<file path="config.mk">
export PLATFORM = sky130hd
export DESIGN_NAME = multi_button_debounce_fsm_core
export DESIGN_NICKNAME = d
export VERILOG_FILES = /design/src/sv/mbd_pkg.sv /design/src/sv/mbd_state_mem.sv /design/src/sv/multi_button_debounce_fsm_core.sv
export SDC_FILE = /design/constraint.sdc
export NUM_CORES = 1
export LEC_CHECK = 0
export ABC_AREA = 1
export ABC_CLOCK_PERIOD_IN_PS = 3540
export BUFFER_PORTS_ARGS = -buffer_cell sky130_fd_sc_hd__buf_2
export CORE_MARGIN = 4
export CORE_UTILIZATION = 30
export CTS_CLUSTER_SIZE = 24
export DETAILED_ROUTE_END_ITERATION = 7
export PLACE_DENSITY_LB_ADDON = 0.12
export SYNTH_ARGS = -nofsm -noshare
export SYNTH_HDL_FRONTEND = slang
export SYNTH_SLANG_ARGS = --single-unit
</file>
<file path="constraint.sdc">
create_clock -name aclk -period 3.54 [get_ports aclk]
set_input_delay 0.354 -clock aclk [delete_from_list [all_inputs] [get_ports aclk]]
set_output_delay 0.354 -clock aclk [all_outputs]
set_load 0.1 [all_outputs]
</file>
<file path="src/sv/mbd_pkg.sv">
// ----------------------------------------------------------------------------
// mbd_pkg
// Shared types, codes and the per-button tick update of the debounce core.
// ----------------------------------------------------------------------------
`default_nettype none

package mbd_pkg;

    localparam int NUM_BUTTONS = 8;
    localparam int BTN_W       = 3;
    localparam int CNT_W       = 16;
    localparam int FUNC_W      = 2;
    localparam int PINS_W      = 8;
    localparam int CFG_IDX_W   = 2;
    localparam int CFG_DATA_W  = 16;
    localparam int S_TDATA_W   = 16;
    localparam int S_TUSER_W   = 2;
    localparam int M_TDATA_W   = 8;
    localparam int M_TUSER_W   = 1;

    localparam logic [BTN_W-1:0] LAST_IDX = BTN_W'(NUM_BUTTONS - 1);

    localparam logic [CFG_IDX_W-1:0] CFG_ENABLE_MASK    = 2'd0;
    localparam logic [CFG_IDX_W-1:0] CFG_PRESS_PERIOD   = 2'd1;
    localparam logic [CFG_IDX_W-1:0] CFG_RELEASE_PERIOD = 2'd2;

    localparam logic [PINS_W-1:0] ENABLE_MASK_RST    = 8'd0;
    localparam logic [CNT_W-1:0]  PRESS_PERIOD_RST   = 16'd20;
    localparam logic [CNT_W-1:0]  RELEASE_PERIOD_RST = 16'd100;

    localparam logic KIND_PRESS   = 1'b0;
    localparam logic KIND_RELEASE = 1'b1;

    typedef enum logic [FUNC_W-1:0] {
        FUNC_TICK    = 2'd0,
        FUNC_PRESS   = 2'd1,
        FUNC_RELEASE = 2'd2
    } func_t;

    typedef enum logic [2:0] {
        MODE_DISABLED   = 3'd0,
        MODE_UP         = 3'd1,
        MODE_PRESS_DB   = 3'd2,
        MODE_DOWN       = 3'd3,
        MODE_RELEASE_DB = 3'd4
    } mode_t;

    typedef enum logic [1:0] {
        ST_IDLE,
        ST_EDGE,
        ST_SWEEP,
        ST_FLUSH
    } state_t;

    typedef struct packed {
        mode_t            mode;
        logic [CNT_W-1:0] count;
    } entry_t;

    localparam entry_t ENTRY_RST = '{mode: MODE_DISABLED, count: '0};

    typedef struct packed {
        logic             rd_en;
        logic [BTN_W-1:0] rd_addr;
        logic             wr_en;
        logic [BTN_W-1:0] wr_addr;
        entry_t           wr_data;
    } mem_req_t;

    typedef struct packed {
        entry_t entry;
        logic   evt;
        logic   kind;
    } tick_res_t;

    function automatic tick_res_t tick_update(entry_t cur, logic enabled, logic pressed);
        tick_res_t r;
        logic      expired;
        r       = '{entry: cur, evt: 1'b0, kind: KIND_PRESS};
        expired = (cur.count <= CNT_W'(1));
        if (!enabled) begin
            r.entry = ENTRY_RST;
        end else begin
            case (cur.mode)
                MODE_DISABLED: begin
                    r.entry.mode = pressed ? MODE_DOWN : MODE_UP;
                end
                MODE_PRESS_DB: begin
                    r.entry.count = expired ? '0 : cur.count - CNT_W'(1);
                    if (expired) begin
                        if (pressed) begin
                            r.entry.mode = MODE_DOWN;
                            r.evt        = 1'b1;
                            r.kind       = KIND_PRESS;
                        end else begin
                            r.entry.mode = MODE_UP;
                        end
                    end
                end
                MODE_RELEASE_DB: begin
                    r.entry.count = expired ? '0 : cur.count - CNT_W'(1);
                    if (expired) begin
                        if (!pressed) begin
                            r.entry.mode = MODE_UP;
                            r.evt        = 1'b1;
                            r.kind       = KIND_RELEASE;
                        end else begin
                            r.entry.mode = MODE_DOWN;
                        end
                    end
                end
                MODE_UP, MODE_DOWN: begin
                    r.entry = cur;
                end
                default: begin
                    r.entry = ENTRY_RST;
                end
            endcase
        end
        return r;
    endfunction

endpackage

`default_nettype wire

</file>
<file path="src/sv/mbd_state_mem.sv">
// ----------------------------------------------------------------------------
// mbd_state_mem
// Per-button state store: one write and one registered read per cycle.
// Entries never written since reset read back as disabled with zero count.
// ----------------------------------------------------------------------------
`default_nettype none

module mbd_state_mem (
    input  wire logic              aclk,
    input  wire logic              aresetn,
    input  wire mbd_pkg::mem_req_t req,
    output mbd_pkg::entry_t        rd_data
);
    import mbd_pkg::*;

    entry_t                 mem_q [NUM_BUTTONS];
    logic [NUM_BUTTONS-1:0] valid_reg;
    entry_t                 rdata_reg;
    logic                   rvalid_reg;

    always_ff @(posedge aclk) begin
        if (req.wr_en) begin
            mem_q[req.wr_addr] <= req.wr_data;
        end
        if (req.rd_en) begin
            rdata_reg <= mem_q[req.rd_addr];
        end
    end

    always_ff @(posedge aclk) begin
        if (!aresetn) begin
            valid_reg  <= '0;
            rvalid_reg <= 1'b0;
        end else begin
            if (req.wr_en) begin
                valid_reg[req.wr_addr] <= 1'b1;
            end
            if (req.rd_en) begin
                rvalid_reg <= valid_reg[req.rd_addr];
            end
        end
    end

    assign rd_data = rvalid_reg ? rdata_reg : ENTRY_RST;

endmodule

`default_nettype wire

</file>
<file path="src/sv/multi_button_debounce_fsm_core.sv">
// ----------------------------------------------------------------------------
// multi_button_debounce_fsm_core
// Debounce machine for eight buttons, state held in a small synchronous RAM.
// ----------------------------------------------------------------------------
//  channel  dir  handshake          payload
//  s_       in   s_tvalid/s_tready  tuser: func; tdata: button, pin_levels
//  m_       out  m_tvalid/m_tready  tuser: kind; tdata: btn_index; tlast: last
//  cfg_     in   cfg_wr_en          cfg_index, cfg_wdata
//
//  Tick beat: accept, one entry per button, flush; one RAM read-modify-write
//  per cycle unless stalled. Edge: read, write if due. Unused: dropped.
//  A full output register with a second event pending stalls the sweep.
//  Reset: synchronous; entries read as disabled until first written.
// ----------------------------------------------------------------------------
`default_nettype none

module multi_button_debounce_fsm_core (
    input  wire logic                               aclk,
    input  wire logic                               aresetn,
    input  wire logic                               s_tvalid,
    output logic                                    s_tready,
    input  wire logic [mbd_pkg::S_TDATA_W-1:0]      s_tdata,   // button, pin_levels
    input  wire logic [mbd_pkg::S_TUSER_W-1:0]      s_tuser,   // func
    output logic                                    m_tvalid,
    input  wire logic                               m_tready,
    output logic [mbd_pkg::M_TDATA_W-1:0]           m_tdata,   // btn_index
    output logic [mbd_pkg::M_TUSER_W-1:0]           m_tuser,   // kind
    output logic                                    m_tlast,
    input  wire logic                               cfg_wr_en,
    input  wire logic [mbd_pkg::CFG_IDX_W-1:0]      cfg_index,
    input  wire logic [mbd_pkg::CFG_DATA_W-1:0]     cfg_wdata
);
    import mbd_pkg::*;

    state_t              state_reg, state_next;
    func_t               func_reg, func_next;
    logic [BTN_W-1:0]    btn_reg, btn_next;
    logic [PINS_W-1:0]   pins_reg, pins_next;
    logic [BTN_W-1:0]    idx_reg, idx_next;

    logic                pend_valid_reg, pend_valid_next;
    logic [BTN_W-1:0]    pend_btn_reg, pend_btn_next;
    logic                pend_kind_reg, pend_kind_next;

    logic                m_valid_reg, m_valid_next;
    logic [BTN_W-1:0]    m_btn_reg, m_btn_next;
    logic                m_kind_reg, m_kind_next;
    logic                m_last_reg, m_last_next;

    logic [PINS_W-1:0]   enable_mask_reg;
    logic [CNT_W-1:0]    press_period_reg;
    logic [CNT_W-1:0]    release_period_reg;

    mem_req_t            mem_req;
    entry_t              rd_data;
    tick_res_t           tick_res;
    func_t               in_func;
    logic [BTN_W-1:0]    in_btn;
    logic [PINS_W-1:0]   in_pins;
    logic                out_free;
    logic                stall;

    mbd_state_mem u_mem (
        .aclk    (aclk),
        .aresetn (aresetn),
        .req     (mem_req),
        .rd_data (rd_data)
    );

    assign in_func  = func_t'(s_tuser);
    assign in_btn   = s_tdata[BTN_W-1:0];
    assign in_pins  = s_tdata[BTN_W+PINS_W-1:BTN_W];
    assign out_free = !m_valid_reg || m_tready;
    assign tick_res = tick_update(rd_data, enable_mask_reg[idx_reg], pins_reg[idx_reg]);
    assign stall    = tick_res.evt && pend_valid_reg && !out_free;

    always_comb begin
        state_next      = state_reg;
        func_next       = func_reg;
        btn_next        = btn_reg;
        pins_next       = pins_reg;
        idx_next        = idx_reg;
        pend_valid_next = pend_valid_reg;
        pend_btn_next   = pend_btn_reg;
        pend_kind_next  = pend_kind_reg;
        m_valid_next    = m_valid_reg && !m_tready;
        m_btn_next      = m_btn_reg;
        m_kind_next     = m_kind_reg;
        m_last_next     = m_last_reg;
        mem_req         = '{rd_en: 1'b0, rd_addr: '0, wr_en: 1'b0, wr_addr: '0,
                            wr_data: rd_data};
        s_tready        = (state_reg == ST_IDLE);

        case (state_reg)
            ST_IDLE: begin
                if (s_tvalid) begin
                    func_next = in_func;
                    btn_next  = in_btn;
                    pins_next = in_pins;
                    case (in_func)
                        FUNC_TICK: begin
                            mem_req.rd_en   = 1'b1;
                            mem_req.rd_addr = '0;
                            idx_next        = '0;
                            state_next      = ST_SWEEP;
                        end
                        FUNC_PRESS, FUNC_RELEASE: begin
                            mem_req.rd_en   = 1'b1;
                            mem_req.rd_addr = in_btn;
                            state_next      = ST_EDGE;
                        end
                        default: begin
                            state_next = ST_IDLE;
                        end
                    endcase
                end
            end
            ST_EDGE: begin
                state_next      = ST_IDLE;
                mem_req.wr_addr = btn_reg;
                if (enable_mask_reg[btn_reg]) begin
                    if (func_reg == FUNC_PRESS && rd_data.mode == MODE_UP) begin
                        mem_req.wr_en   = 1'b1;
                        mem_req.wr_data = '{mode: MODE_PRESS_DB, count: press_period_reg};
                    end else if (func_reg == FUNC_RELEASE && rd_data.mode == MODE_DOWN) begin
                        mem_req.wr_en   = 1'b1;
                        mem_req.wr_data = '{mode: MODE_RELEASE_DB,
                                            count: release_period_reg};
                    end
                end
            end
            ST_SWEEP: begin
                if (!stall) begin
                    mem_req.wr_en   = 1'b1;
                    mem_req.wr_addr = idx_reg;
                    mem_req.wr_data = tick_res.entry;
                    if (tick_res.evt) begin
                        if (pend_valid_reg) begin
                            m_valid_next = 1'b1;
                            m_btn_next   = pend_btn_reg;
                            m_kind_next  = pend_kind_reg;
                            m_last_next  = 1'b0;
                        end
                        pend_valid_next = 1'b1;
                        pend_btn_next   = idx_reg;
                        pend_kind_next  = tick_res.kind;
                    end
                    if (idx_reg == LAST_IDX) begin
                        state_next = ST_FLUSH;
                    end else begin
                        mem_req.rd_en   = 1'b1;
                        mem_req.rd_addr = idx_reg + BTN_W'(1);
                        idx_next        = idx_reg + BTN_W'(1);
                    end
                end
            end
            ST_FLUSH: begin
                if (!pend_valid_reg) begin
                    state_next = ST_IDLE;
                end else if (out_free) begin
                    m_valid_next    = 1'b1;
                    m_btn_next      = pend_btn_reg;
                    m_kind_next     = pend_kind_reg;
                    m_last_next     = 1'b1;
                    pend_valid_next = 1'b0;
                    state_next      = ST_IDLE;
                end
            end
            default: begin
                state_next = ST_IDLE;
            end
        endcase
    end

    always_ff @(posedge aclk) begin
        if (!aresetn) begin
            state_reg          <= ST_IDLE;
            pend_valid_reg     <= 1'b0;
            m_valid_reg        <= 1'b0;
            enable_mask_reg    <= ENABLE_MASK_RST;
            press_period_reg   <= PRESS_PERIOD_RST;
            release_period_reg <= RELEASE_PERIOD_RST;
        end else begin
            state_reg      <= state_next;
            pend_valid_reg <= pend_valid_next;
            m_valid_reg    <= m_valid_next;
            if (cfg_wr_en) begin
                case (cfg_index)
                    CFG_ENABLE_MASK:    enable_mask_reg    <= cfg_wdata[PINS_W-1:0];
                    CFG_PRESS_PERIOD:   press_period_reg   <= cfg_wdata[CNT_W-1:0];
                    CFG_RELEASE_PERIOD: release_period_reg <= cfg_wdata[CNT_W-1:0];
                    default: ;
                endcase
            end
        end
    end

    always_ff @(posedge aclk) begin
        func_reg      <= func_next;
        btn_reg       <= btn_next;
        pins_reg      <= pins_next;
        idx_reg       <= idx_next;
        pend_btn_reg  <= pend_btn_next;
        pend_kind_reg <= pend_kind_next;
        m_btn_reg     <= m_btn_next;
        m_kind_reg    <= m_kind_next;
        m_last_reg    <= m_last_next;
    end

    assign m_tvalid = m_valid_reg;
    assign m_tdata  = {(M_TDATA_W - BTN_W)'(0), m_btn_reg};
    assign m_tuser  = m_kind_reg;
    assign m_tlast  = m_last_reg;

    // held event only exists while a tick is in flight
    assert property (@(posedge aclk) disable iff (!aresetn)
        (state_reg == ST_IDLE || state_reg == ST_EDGE) |-> !pend_valid_reg)
        else $error("pending event outside tick sweep");

    // RAM is only written while an item is being processed
    assert property (@(posedge aclk) disable iff (!aresetn)
        mem_req.wr_en |-> (state_reg == ST_EDGE || state_reg == ST_SWEEP))
        else $error("state RAM written while idle");

    // the sweep finishes after the last entry
    assert property (@(posedge aclk) disable iff (!aresetn)
        (state_reg == ST_SWEEP && idx_reg == LAST_IDX && !stall) |=> state_reg == ST_FLUSH)
        else $error("sweep did not finish after last entry");

    // a stall keeps the sweep position and holds the read data
    assert property (@(posedge aclk) disable iff (!aresetn)
        (state_reg == ST_SWEEP && stall) |=> (state_reg == ST_SWEEP && $stable(idx_reg)))
        else $error("sweep moved during output stall");

    // the last held event of a tick is loaded into the output register with last set
    assert property (@(posedge aclk) disable iff (!aresetn)
        (state_reg == ST_FLUSH && pend_valid_reg && out_free) |=> (m_valid_reg && m_last_reg))
        else $error("final event not presented with last");

endmodule

`default_nettype wire

</file>
======== Word-level counts from Yosys, hierarchy flattened ========
Memory sizes are Yosys's and may differ from the RTL's. A register that Yosys moved wholly into a read port is not among the register bits.
Index checks and enable logic that the tools add are counted.
storage, ports and cells
  input bits .............................. 41
  word-level logic and storage cells ...... 159
  bits in registers ....................... 78
  RAM bits ................................ 152
  output and inout port bits .............. 12
  memory bits (read-only) ................. 0
  memories kept ........................... 1
  latch bits .............................. 0
memories
  memory       words  bits a word  read ports  clocked after memory_dff  write ports  line                 source
  u_mem.mem_q  8      19           1           1                         1            mbd_state_mem.sv:16  entry_t mem_q [NUM_BUTTONS];
cells by class
  shifts and indexed selects .............. 0
  eq/ne operators ......................... 24
  div/mod/pow operators ................... 0
  multipliers ............................. 0
  magnitude comparators ................... 6
  bitwise gates (word level) .............. 2
  add/sub/neg operators ................... 2
  muxes and demuxes ....................... 78
  reduce and logical (&&, ||, !) cells .... 29
operator list
  cell                                                  number
  two-way mux 19 bit                                    5
  case mux 23 bit (2 select lines)                      1
  case mux 16 bit (2 select lines)                      1
  two-way mux 3 bit                                     10
  two-way mux 1 bit                                     29
  two-way mux 27 bit                                    1
  two-way mux 2 bit                                     11
  <= comparator 16 x 1 -> 1 bit, second input constant  1
  < comparator 3 x 4 -> 1 bit, second input constant    4
  two-way mux 16 bit                                    1
  != test 2 bit, second input constant                  8
  case mux 4 bit (2 select lines)                       2
  subtractor 16 x 1 -> 16 bit, second input constant    1
  binary-select mux 1 bit (select 3 bit)                4
  case mux 3 bit (2 select lines)                       2
  == test 2 bit, second input constant                  5
  case mux 3 bit (3 select lines)                       1
  == test 2 x 1 -> 1 bit, second input constant         4
  two-way mux 4 bit                                     2
  OR 8 bit                                              1
  case mux 1 bit (2 select lines)                       4
  case mux 2 bit (2 select lines)                       2
  case mux 2 bit (4 select lines)                       1
  AND reduction 2 bit                                   4
  other kinds (21)                                      36

======== Depth between registers and ports, before layout ========
Gate-level depths: netlist (run 1).
  word-level depth ........................ 15
  gate-level depth with buffers ........... 20
  depth with buffers taken out ............ 19

======== Cells and area by module ========
A second synthesis (run 1) with hierarchy kept.
second synthesis, totals
  cells, all modules ...................... 1,275
  area, all modules ....................... 11,705.0 µm²
modules (own cells, without submodules)
  module                          sequential area each (µm²)  times used  area an instance (µm²)  cells an instance
  mbd_state_mem                   5,315.1                     1           7,006.7                 562
  multi_button_debounce_fsm_core  1,631.6                     1           4,698.3                 713

======== Worst setup path before layout (run 1) ========
OpenSTA, ideal clock, no wires.
  path type ............................... register to register
  start ................................... register m_valid_reg (netlist: m_tvalid)
  end ..................................... memory u_mem.mem_q[1][0] in the netlist's numbering, enable pin
  buffers on the path ..................... 0
  period minus slack after synthesis ...... 3,334 ps
  data required time ...................... 3,144 ps
  setup time .............................. 396 ps
  setup slack ............................. 206 ps
  data arrival time ....................... 2,938 ps
  stages on the path, launching flop included .. 11
  cells stage by stage .................... dfxtp_1 -> inv_1 -> nor2_1 -> inv_1 -> nor2_1 -> nand3_4 -> nand2_1 -> o21ai_0 -> nand2_1 -> nand2_1 -> nor2_1
on the way
  cells in the longest elaborated chain, start to end .. 8
RTL lines
  what                                     line                                   source
  start, declared                          multi_button_debounce_fsm_core.sv:45   logic m_valid_reg, m_valid_next;
  start signal, assigned                   multi_button_debounce_fsm_core.sv:186  m_valid_reg <= m_valid_next;
  logical NOT 1 bit (*)                    multi_button_debounce_fsm_core.sv:73   assign out_free = !m_valid_reg || m_tready;
  logical OR 1 bit (*)                     multi_button_debounce_fsm_core.sv:73
  logical NOT 1 bit (*)                    multi_button_debounce_fsm_core.sv:75   assign stall = tick_res.evt && pend_valid_reg && !out_free;
  logical AND 1 bit (*)                    multi_button_debounce_fsm_core.sv:75
  two-way mux 27 bit (*)                   multi_button_debounce_fsm_core.sv:133  if (!stall) begin
  case mux 23 bit (2 select lines) (*)     multi_button_debounce_fsm_core.sv:94   case (state_reg)
  two-way mux 1 bit                        mbd_state_mem.sv:22                    if (req.wr_en) begin
  two-way mux 1 bit (implied by the code)  mbd_state_mem.sv:23                    mem_q[req.wr_addr] <= req.wr_data;
  end, declared                            mbd_state_mem.sv:16
Every way passes the cells marked *; elsewhere a longest branch is shown, timed or not.

======== Final worst setup path (run 1) ========
  start ................................... register u_mem.rvalid_reg
  end ..................................... register u_mem.rdata_reg[13] (netlist name)
on the way
  cells in the longest elaborated chain, start to end .. 9
  elaborated cells on any way between the ends .. 12
  classes of those cells .................. order compare (1); eq/ne (2); mux (7); reduce/logical (2)
RTL lines
  what                                         line                                   source
  start, declared                              mbd_state_mem.sv:19                    logic rvalid_reg;
  start signal, assigned                       mbd_state_mem.sv:39                    rvalid_reg <= valid_reg[req.rd_addr];
  two-way mux 19 bit (*)                       mbd_state_mem.sv:44                    assign rd_data = rvalid_reg ? rdata_reg : ENTRY_RST;
  <= comparator 16 x 1 -> 1 bit                mbd_pkg.sv:80                          expired = (cur.count <= CNT_W'(1));
  two-way mux 2 bit, on equally long branches  mbd_pkg.sv:102, mbd_pkg.sv:90
  case mux 2 bit (2 select lines) (*)          mbd_pkg.sv:84                          case (cur.mode)
  two-way mux 2 bit (*)                        mbd_pkg.sv:81                          if (!enabled) begin
  logical AND 1 bit (*) (2 in a row)           multi_button_debounce_fsm_core.sv:75
  two-way mux 27 bit (*)                       multi_button_debounce_fsm_core.sv:133
  case mux 4 bit (2 select lines) (*)          multi_button_debounce_fsm_core.sv:94
Marks and branches as above.
A chain may end at the register's enable or synchronous reset.

==> results of run 1 <==
kinds of logic after synthesis:
group | Yosys count | share of synthesized area [%]
xor gates and xnor gates | 7 | 0.522
other | 1 | 0.0319
buffers and inverters | 148 | 6.11
and+or+nand+nor | 514 | 20.2
AOI/OAI and AO/OA | 239 | 12.9
DFF | 249 | 59.1
adders and majority gates | 10 | 1.07
timing repair:
action | CTS | global route
setup endpoints to repair | 0 | 98
resized for setup | 0 | 4
hold endpoints to repair | 13 | 0
hold buffers | 13 | 0
setup buffers | 0 | 0
metrics by stage:
| step | instance area [µm²] | hold WS [ns] | util, % | worst slack, ns |
|---|---|---|---|---|
| after global placement | 12700 | 0.401 | 33.0 | 0.0717 |
| after detailed placement | 12700 | 0.406 | 33.0 | 0.0781 |
| after floorplan | 11800 | 0.400 | - | 0.206 |
| after global routing | 13800 | 0.0117 | 35.7 | 0.0110 |
| final | 13800 | 0.0363 | 35.7 | 0.268 |
| after CTS | 13700 | 0.000303 | 35.6 | 0.0429 |
power by group through the flow:
| stage | Sequential [µW] | Combinational [µW] | Clock [µW] |
|---|---|---|---|
| floorplan | 4350 | 3450 | 0 |
| global placement | 4400 | 5130 | 0 |
| detailed placement | 4400 | 5150 | 0 |
| CTS | 4340 | 5180 | 2880 |
| global route | 4360 | 5770 | 3010 |
| finish | 4340 | 5130 | 2770 |
worst max-delay path: stages, from the launching register on:
cell      delay [ns]
dfxtp_1         0.49
nand2_1         0.20
ha_1            0.30
or2_2           0.33
nand3_4         0.11
nor2_8          0.05
nand3_1         0.10
nand2_2         0.07
nand3_4         0.11
nand3_4         0.21
nand2_8         0.24
clkinv_4        0.07
buf_12          0.23
o211ai_1        0.23
nand2_1         0.10
nand2_1         0.06
nand2_1         0.05
layer usage:
metal  wire [µm]  share of wire (%)  global-route usage, %  vias up
met4         697                2.2                   3.47        0
met1       15100                 48                   20.6     4059
met3         866                2.7                   2.10       33
met2       14900                 47                   24.5       99
li1            -                  -                      -     4199
met5           0                  0                      0        -
area by class of cell:
| type | count | area, µm² | area share, % |
|---|---|---|---|
| clock buffer | 46 | 808 | 5.86 |
| multi-input combinational | 777 | 4150 | 30.1 |
| timing repair buffer | 106 | 836 | 6.06 |
| inverter | 88 | 335 | 2.43 |
| clock inverter | 6 | 62.6 | 0.454 |
| sequential | 249 | 6950 | 50.4 |
| tap | 518 | 648 | 4.70 |
placed cells by master (no fill, tap or decap), types with 5 or more instances in the layout:
cell	instances
nand3_1	47
buf_4	42
xor2_1	7
a31oi_1	18
buf_12	9
clkbuf_16	28
o211ai_1	68
edfxtp_1	196
conb_1	5
or2_1	36
dfxtp_1	53
nand2_1	227
o21ai_0	84
a21oi_1	30
nand2_2	13
clkbuf_1	14
o22ai_1	12
o211ai_2	8
dlygate4sd3_1	13
nand2_4	7
nor2_1	124
ha_1	10
buf_2	42
clkinv_1	5
inv_1	81
nor3_1	7
or2_0	36
final timing paths:
check,startpoint,endpoint,slack (ns),cells after the start
worst min register to register,pend_btn_reg[1],m_btn_reg[1],0.42,0
worst max-delay path,u_mem.rvalid_reg,u_mem.rdata_reg[13],0.27,16
worst max register to register,u_mem.rvalid_reg,u_mem.rdata_reg[13],0.27,16
worst min-delay path,cfg_wdata[15],release_period_reg[15],0.04,3
==> results.yml, run 1 <==
power:
  power_frac_comb_pct: 41.9
  p_leak_uw: 0.00537
  clkPwrFrac_pct: 22.7
  internal_power_uw: 7390
  p_sw_uw: 4850
  pwr_density_cell_nw_per_um2: 888
  power_uw: 12200
  seqPwrFrac_pct: 35.4
  ir_drop_uv: 404
  switching_share_pct: 39.6
place:
  dp_cells: 1723
  portBuffers: 42
  hpwl_mm: 19.8
  routabilityCongestion: 0.823
clock_tree:
  numCtsBuffers: 28
  cts_tree: "yes"
  cts-root-buf: "clkbuf_16"
  h-tree-depth: 1
  clock_path_buffers: 3
  clk_pin_slew_ns: 0.06
  clock_latency_ns: 0.56
  clkSinkCount: 249
global_routing:
  grt_pass1_vias: 8301
  grt_pass1_wl_mm: 48.8
  grt_usage_pct: 14.8
  antenna_found_initial: 0
  grt-ovfl-total: 0
  grt_max_degree: 77
sta:
  hold_violations: 0
  setup_tns_ns: 0
  final-setup-viol-count: 0
  clock.fmax_mhz: 306
  finClkSkew_ns: 0.0154
  rsz0062_at_grt: "false"
  slew_violations: 0
  period_needed_ns: 3.27
  slew_headroom_pct: 32.4
  worst_slew_pin_slew_ns: 1.01
  period_share_pct: 92.4
cells_and_area:
  fillerInstances: 3871
  syn_to_final_growth_pct: 17.3
  diodes: 0
  largest_reg_flops: 152
  nNetsFinal: 1301
  instances_no_fill: 1790
  drive_gt1_share_pct: 14.1
critical_path:
  cp_data_arrival_time_ns: 3.58
  crit_fanout: 76
  worstSetupPathType: "register to register"
  worst_setup_path_start_kind: "register"
  cp-end-kind: "register"
  cp.required_ns: 3.85
logic_synthesis:
  synth_area_um2: 11700
  synth_edf_count: 196
  synth_seq_area_share_pct: 59.1
  synth.avg_cell_area_um2: 10.1
  yosysMostFrequentCell: "nand2_1"
  ys_types: 47
  async_flop_share_pct: 0
  synth_area_leaders: "edfxtp_1, dfxtp_1, nand2_1, o211ai_1, nor2_1"
  yosys_warnings: 0
  yosys.area.top_type: "edfxtp_1"
  ys_top_cells_by_count: "nand2_1, edfxtp_1, nor2_1, o21ai_0, inv_1"
  ys.flop_type: "edfxtp_1"
  synth_top_area_share_pct: 50.1
  synthCells: 1168
  ys_seq_elements: 249
route:
  ant_nets: 0
  wl_mm: 31.6
  route.vias.total: 8390
  route.detailed.drc: 0
  first_pass_iters: 4
  vias_per_cell: 4.69
  detail_route.wl_per_cell_um: 17.6
  drt-initial-drc-count: 459
floorplanning:
  num_io_pins: 53
  dieArea_um2: 42400
  core-area_um2: 38600
  rows: 72
  initial_utilization_pct: 30.4
  dieWidth_um: 206
  die-height_um: 206
status:
  status: "finished clean"
flow_run:
  cap_violations: 0
hold_path:
  hold_class: "input pin to register"
(Power assumes the default switching activity.)
==> run 2, diff against run 1 <==
--- a/config.mk
+++ b/config.mk
@@ -15,4 +15,5 @@
 export PLACE_DENSITY_LB_ADDON = 0.12
 export SYNTH_ARGS = -nofsm -noshare
 export SYNTH_HDL_FRONTEND = slang
+export SYNTH_HIERARCHICAL = 1
 export SYNTH_SLANG_ARGS = --single-unit
==> run 2 against run 1 <==
Global-route usage shrank 0.15 points. Count of clock-buffer cells in the layout down 7. Wire length is 1.1% lower. Clock power is 6% higher. Worst hold slack improved by 0.014 ns. Via count grew 3.4%. Utilization barely moved. Synthesized cell count is 9.2% higher. Cell count up 5.5%. Critical endpoint is now u_mem/rdata_reg[7]. Largest cell class unchanged. Highest routed layer unchanged.
==> results.yml, run 2 <==
flow_run:
  cap_violations: 0
critical_path:
  worstSetupPathType: "register to register"
  cpMaxStageDelayCell: "dfxtp_1"
  max_stage_delay_ns: 0.47
  rr_worst_depth: 18
  crit_fanout: 40
  startpoint: "u_mem/rvalid_reg"
  cp_num_buf_inv: 3
  crit_family: "simple AND/OR/NAND/NOR gates"
  worst_setup_path_start_kind: "register"
  cp.required_ns: 3.95
  cp-end-kind: "register"
  r2r-end: "u_mem/rdata_reg[7]"
  rr_startpoint: "u_mem/rvalid_reg"
  ff2ff_setup_slack_ns: 0.30
  cpMostUsedCell: "nand2_1"
  crit_chain: "nand2_1, inv_1, inv_1, ha_1, nand3_2, nand2_2, nand3_4, nor2_1, nand2_1, nand2_4, nand2_4, nand3_2, o21ai_2, buf_6, o21ai_0, o22ai_1, nand2_1, nand2_1"
  cp_data_arrival_time_ns: 3.65
  cp_num_cells: 18
  cp-endpoint: "u_mem/rdata_reg[7]"
global_routing:
  antenna_found_initial: 0
  grt_pass1_vias: 8398
  grt-ovfl-total: 0
  grt_max_degree: 49
  grt_usage_pct: 14.6
  grt_pass1_wl_mm: 48.8
route:
  ant_nets: 0
  vias_per_cell: 4.59
  detail_route.wl_per_cell_um: 16.5
  first_pass_iters: 5
  route.detailed.drc: 0
  route.vias.total: 8676
  drt-initial-drc-count: 516
  wl_mm: 31.2
place:
  portBuffers: 42
  placed_area_um2: 12700
  hpwl_mm: 20.5
  routabilityCongestion: 0.848
  dp_slack_ns: 0.151
sta:
  slew_headroom_pct: 28.0
  worst_slew_pin_slew_ns: 1.08
  slew_violations: 0
  setup_tns_ns: 0
  clock.fmax_mhz: 309
  final-setup-viol-count: 0
  setup_slack_ns: 0.300
  period_needed_ns: 3.24
  hold_violations: 0
  rsz0062_at_grt: "false"
  period_share_pct: 91.5
  finClkSkew_ns: 0.0169
cells_and_area:
  layout_commonest_cell: "nand2_1"
  largest_reg_flops: 152
  drive_gt1_share_pct: 13.5
  finalInstanceArea_um2: 13800
  fillerInstances: 3925
  nNetsFinal: 1400
  syn_to_final_growth_pct: 17.9
  layout_common_cells: "nand2_1, edfxtp_1, nor2_1, inv_1, o21ai_0"
clock_tree:
  clock_latency_ns: 0.56
  cts-root-buf: "clkbuf_16"
  clkSinkCount: 249
  h-tree-depth: 1
  cts_setup_buffers: 0
  cts_tree: "yes"
  numCtsBuffers: 28
  clk_pin_slew_ns: 0.06
  clock_path_buffers: 3
logic_synthesis:
  synth.avg_cell_area_um2: 9.18
  synthCells: 1275
  yosys_warnings: 6
  synth_seq_area_share_pct: 59.3
  synth_edf_count: 196
  ys_types: 41
  yosysMostFrequentCell: "nand2_1"
  ys_seq_elements: 249
  async_flop_share_pct: 0
  synth_area_leaders: "edfxtp_1, nand2_1, dfxtp_1, nor2_1, o21ai_0"
  synth_area_um2: 11700
  synth_top_area_share_pct: 50.3
  ys_top_cells_by_count: "nand2_1, edfxtp_1, nor2_1, inv_1, o21ai_0"
  yosys.area.top_type: "edfxtp_1"
  ys.flop_type: "edfxtp_1"
floorplanning:
  dieWidth_um: 206
  die-height_um: 206
  initial_utilization_pct: 30.3
  num_io_pins: 53
  rows: 72
  dieArea_um2: 42200
  core-area_um2: 38600
status:
  status: "finished clean"
hold_path:
  hold_class: "input pin to register"
power:
  ir_drop_uv: 359
  p_leak_uw: 0.00556
  pwr_density_cell_nw_per_um2: 841
  power_uw: 11600
## run 2: cell types whose count changed after synthesis, moves of 34 or more
cell      previous run  this run
nand2_1            227       284
nor2_1             126       186
o211ai_1            68         2
or2_0               36         0
or2_1               36         2
o22ai_1             13        51
## run 2: cell type report
type	instances	area, µm²	share of cell area [%]
diodes	1	2.50	0.0181
clock buffers	39	772	5.60
clock inverters	13	168	1.22
inverters	121	460	3.34
multi-input cells	848	4030	29.2
flip-flops and latches	249	6950	50.3
well taps	518	648	4.70
repair buffers	100	769	5.58
## run 2: kinds of logic (layout without fill, tap and decap cells)
logic type / count (synthesis) / count (layout) / share of synthesized area (%)
other: 1 / 6 / 0.0320
buffers and inverters: 182 / 273 / 6.68
AND/OR/NAND/NOR: 591 / 591 / 21.4
adder cells (fa/ha/maj): 11 / 11 / 1.18
AO/OA/AOI/OAI: 229 / 229 / 10.5
XOR/XNOR: 12 / 12 / 0.898
flip-flops: 249 / 249 / 59.3
## run 2: worst min-delay path by stage
stage / startpoint / end / slack, ns / cells past startpoint
floorplan: pend_btn_reg[0] / m_btn_reg[0] / 0.40 / 0
global placement: pend_btn_reg[2] / m_btn_reg[2] / 0.41 / 0
detailed placement: pend_btn_reg[0] / m_btn_reg[0] / 0.40 / 0
CTS: cfg_wdata[15] / release_period_reg[15] / 0.02 / 3
global route: cfg_wdata[8] / release_period_reg[8] / 0.05 / 3
finish: cfg_wdata[15] / release_period_reg[15] / 0.05 / 3
## run 2: repair_timing
| action | in CTS | in global routing |
|---|---|---|
| setup endpoints to repair | 0 | 18 |
| gates resized for setup | 0 | 3 |
| hold endpoints to repair | 13 | 0 |
| hold buffers | 13 | 0 |
## run 2: report_power, final
part / switching (µW) / internal [µW]
clock network: 1180 / 1750
logic: 3290 / 1390
registers: 152 / 3860
total: 4620 / 6990
## run 2: per-layer routing
layer	routed length, µm	track usage, %	vias to the layer above
li1	-	-	4419
met1	15200	20.7	4082
met2	14300	23.9	129
met3	925	1.78	46
met4	800	3.78	0
met5	0	0	-
## run 2: worst min-delay path, stage by stage
cell    delay [ns]
buf_2         0.09
nor2_1        0.04
nor2_1        0.09
## run 2: metrics by stage
stage | utilization, % | instances | hold WS, ns
2_1_floorplan | - | 1279 | 0.400
3_3_place_gp | 32.9 | 1823 | 0.413
3_5_place_dp | 32.9 | 1823 | 0.405
4_1_cts | 35.7 | 1888 | 0.0175
5_1_grt | 35.7 | 1888 | 0.0516
6_report | 35.7 | 1889 | 0.0504
==> run 3, diff against run 2 <==
--- a/config.mk
+++ b/config.mk
@@ -9,7 +9,8 @@
 export ABC_CLOCK_PERIOD_IN_PS = 3540
 export BUFFER_PORTS_ARGS = -buffer_cell sky130_fd_sc_hd__buf_2
 export CORE_MARGIN = 4
-export CORE_UTILIZATION = 30
+export CORE_UTILIZATION = 55
+export CTS_BUF_LIST = sky130_fd_sc_hd__clkbuf_2
 export CTS_CLUSTER_SIZE = 24
 export DETAILED_ROUTE_END_ITERATION = 7
 export PLACE_DENSITY_LB_ADDON = 0.12
==> run 3 against run 2 <==
The run now ends with DRC left. Flip-flop and latch count is the same. Combinational power shrank 4%. Global-route usage rose by 8.4 points. Cell count down 9.1%. Register-to-register slack worse by 0.03 ns. Worst hold slack improved by 0.075 ns. Power is 9.0% lower. Critical path depth up 2. Count of clock-buffer cells in the layout increased by 51. Wire length down 11%. Highest routed layer unchanged.
==> results.yml, run 3 (synthesized netlist as in run 2, its figures left out) <==
status:
  status: "complete, but fails checks"
  violations: "DRC"
floorplanning:
  initial_utilization_pct: 55.9
  num_io_pins: 53
  dieArea_um2: 23700
  die-height_um: 154
  dieWidth_um: 154
  core-area_um2: 21000
  rows: 53
cells_and_area:
  finalInstanceArea_um2: 13300
  final_util_pct: 63.4
  syn_to_final_growth_pct: 13.5
  largest_reg_flops: 152
  layout_common_cells: "nand2_1, edfxtp_1, nor2_1, inv_1, o21ai_0"
  drive_gt1_share_pct: 16.3
  layout_commonest_cell: "nand2_1"
  fillerInstances: 1771
  nNetsFinal: 1449
critical_path:
  startpoint: "u_mem/rvalid_reg"
  cp_num_buf_inv: 5
  cp.required_ns: 4.18
  cp-end-kind: "register"
  rr_startpoint: "u_mem/rvalid_reg"
  worst_setup_path_start_kind: "register"
  cpMaxStageDelayCell: "dfxtp_2"
  cpMostUsedCell: "nand2_1"
  crit_family: "simple AND/OR/NAND/NOR gates"
  worstSetupPathType: "register to register"
  cp_data_arrival_time_ns: 3.91
  max_stage_delay_ns: 0.44
  crit_fanout: 40
  crit_chain: "nand2_1, inv_1, inv_1, ha_1, nand3_2, nand2_2, nand3_4, nor2_1, nand2_1, nand2_4, nand2_4, nand3_2, o21ai_4, buf_4, buf_12, clkbuf_16, o21ai_0, o22ai_1, nand2_1, nand2_1"
place:
  placed_area_um2: 12300
  dp_slack_ns: 0.184
  routabilityCongestion: 0.891
  hpwl_mm: 17.8
  portBuffers: 42
route:
  route.vias.total: 9113
  wl_mm: 27.7
  ant_nets: 0
  vias_per_cell: 5.31
  route.detailed.drc: 1
  detail_route.wl_per_cell_um: 16.1
  drt-initial-drc-count: 719
  first_pass_iters: 7
sta:
  period_share_pct: 92.4
  setup_tns_ns: 0
  slew_headroom_pct: 23.2
  clock.fmax_mhz: 306
  final-setup-viol-count: 0
  rsz0062_at_grt: "false"
  slew_violations: 0
  setup_slack_ns: 0.268
  period_needed_ns: 3.27
  finClkSkew_ns: 0.0563
  worst_slew_pin_slew_ns: 1.15
  hold_violations: 0
hold_path:
  timing.hold.worst.start: "cfg_index[1]"
  hold_class: "input pin to register"
power:
  switching_share_pct: 42.3
  pwr_density_cell_nw_per_um2: 795
  clkPwrFrac_pct: 19.5
  power_uw: 10600
  power_frac_comb_pct: 42.5
  seqPwrFrac_pct: 38.0
  p_sw_uw: 4460
  ir_drop_uv: 449
  internal_power_uw: 6100
  p_leak_uw: 0.00560
clock_tree:
  clock_latency_ns: 0.81
  clkSinkCount: 249
  clk_pin_slew_ns: 0.10
  clock_path_buffers: 3
  cts_tree: "yes"
  numCtsBuffers: 66
  h-tree-depth: 3
  cts-root-buf: "clkbuf_2"
global_routing:
  grt-ovfl-total: 0
  grt_max_degree: 81
  grt_usage_pct: 23.1
  grt_pass1_wl_mm: 44.3
  grt_pass1_vias: 8682
  antenna_found_initial: 1
flow_run:
  cap_violations: 0
==> run 3: changes by cell type in the layout (fill, tap and decap cells not counted), moves of 2 or more <==
cell	before	now
clkbuf_2	0	90
clkbuf_16	28	1
dlygate4sd3_1	13	33
clkinv_1	3	13
clkbuf_1	8	0
buf_4	37	31
clkinv_2	8	4
buf_12	7	4
clkbuf_8	3	0
clkinvlp_4	0	2
inv_2	4	6
inv_4	2	0
inv_6	0	2
==> run 3: path summary, 6_finish.rpt <==
path / to / slack [ns] / depth (start not counted)
worst max-delay path: u_mem/rdata_reg[5] / 0.27 / 20
worst min-delay path: release_period_reg[5] / 0.13 / 6
worst max register to register: u_mem/rdata_reg[5] / 0.27 / 20
worst min register to register: m_btn_reg[0] / 0.42 / 0
==> run 3: layout make-up <==
| type | count | area [µm²] | share of cell area (%) |
|---|---|---|---|
| multi-input cells | 848 | 4030 | 30.3 |
| clock buffers | 90 | 450 | 3.39 |
| diodes | 2 | 5.00 | 0.0377 |
| repair buffers | 111 | 878 | 6.61 |
| flip-flops and latches | 249 | 6950 | 52.3 |
| inverters | 121 | 460 | 3.46 |
| well taps | 275 | 344 | 2.59 |
| clock inverters | 21 | 174 | 1.31 |
==> run 3: metrics by stage <==
| stage | hold WS, ns | std cells |
|---|---|---|
| 2_1_floorplan | 0.400 | 1279 |
| 3_3_place_gp | 0.403 | 1568 |
| 3_5_place_dp | 0.407 | 1568 |
| 4_1_cts | 0.0458 | 1712 |
| 5_1_grt | 0.0833 | 1717 |
| 6_report | 0.125 | 1717 |
==> run 3: metal layers <==
layer / vias up / track usage, % / part of all wire (%)
met2: 291 / 38.8 / 49
met1: 4234 / 30.8 / 44
met5: - / 0 / 0
met3: 33 / 4.48 / 6.6
li1: 4555 / - / -
met4: 0 / 6.56 / 1.3
==> run 3: worst register-to-register path, delay by kind of cell (launching register included) <==
kind / cells / cell delay, ns
adder cells (fa/ha/maj): 1 / 0.26
AND/OR/NAND/NOR: 11 / 1.09
AO/OA/AOI/OAI: 3 / 0.55
buffers and inverters: 5 / 0.78
flip-flops: 1 / 0.44
==> run 3: power by group through the flow <==
stage / logic (µW) / registers, µW / clock network, µW
final: 4490 / 4010 / 2060
after CTS: 4380 / 4010 / 2140
after global routing: 5010 / 4040 / 2300
after global placement: 4260 / 4070 / 0
after detailed placement: 4340 / 4080 / 0
after floorplan: 3310 / 4000 / 0
==> run 3: what timing repair did <==
item / CTS / global route
endpoints found under the setup margin: 0 / 55
hold endpoints to repair: 54 / 0
hold buffers: 33 / 0
buffers inserted: 0 / 2
gates resized for setup: 0 / 2
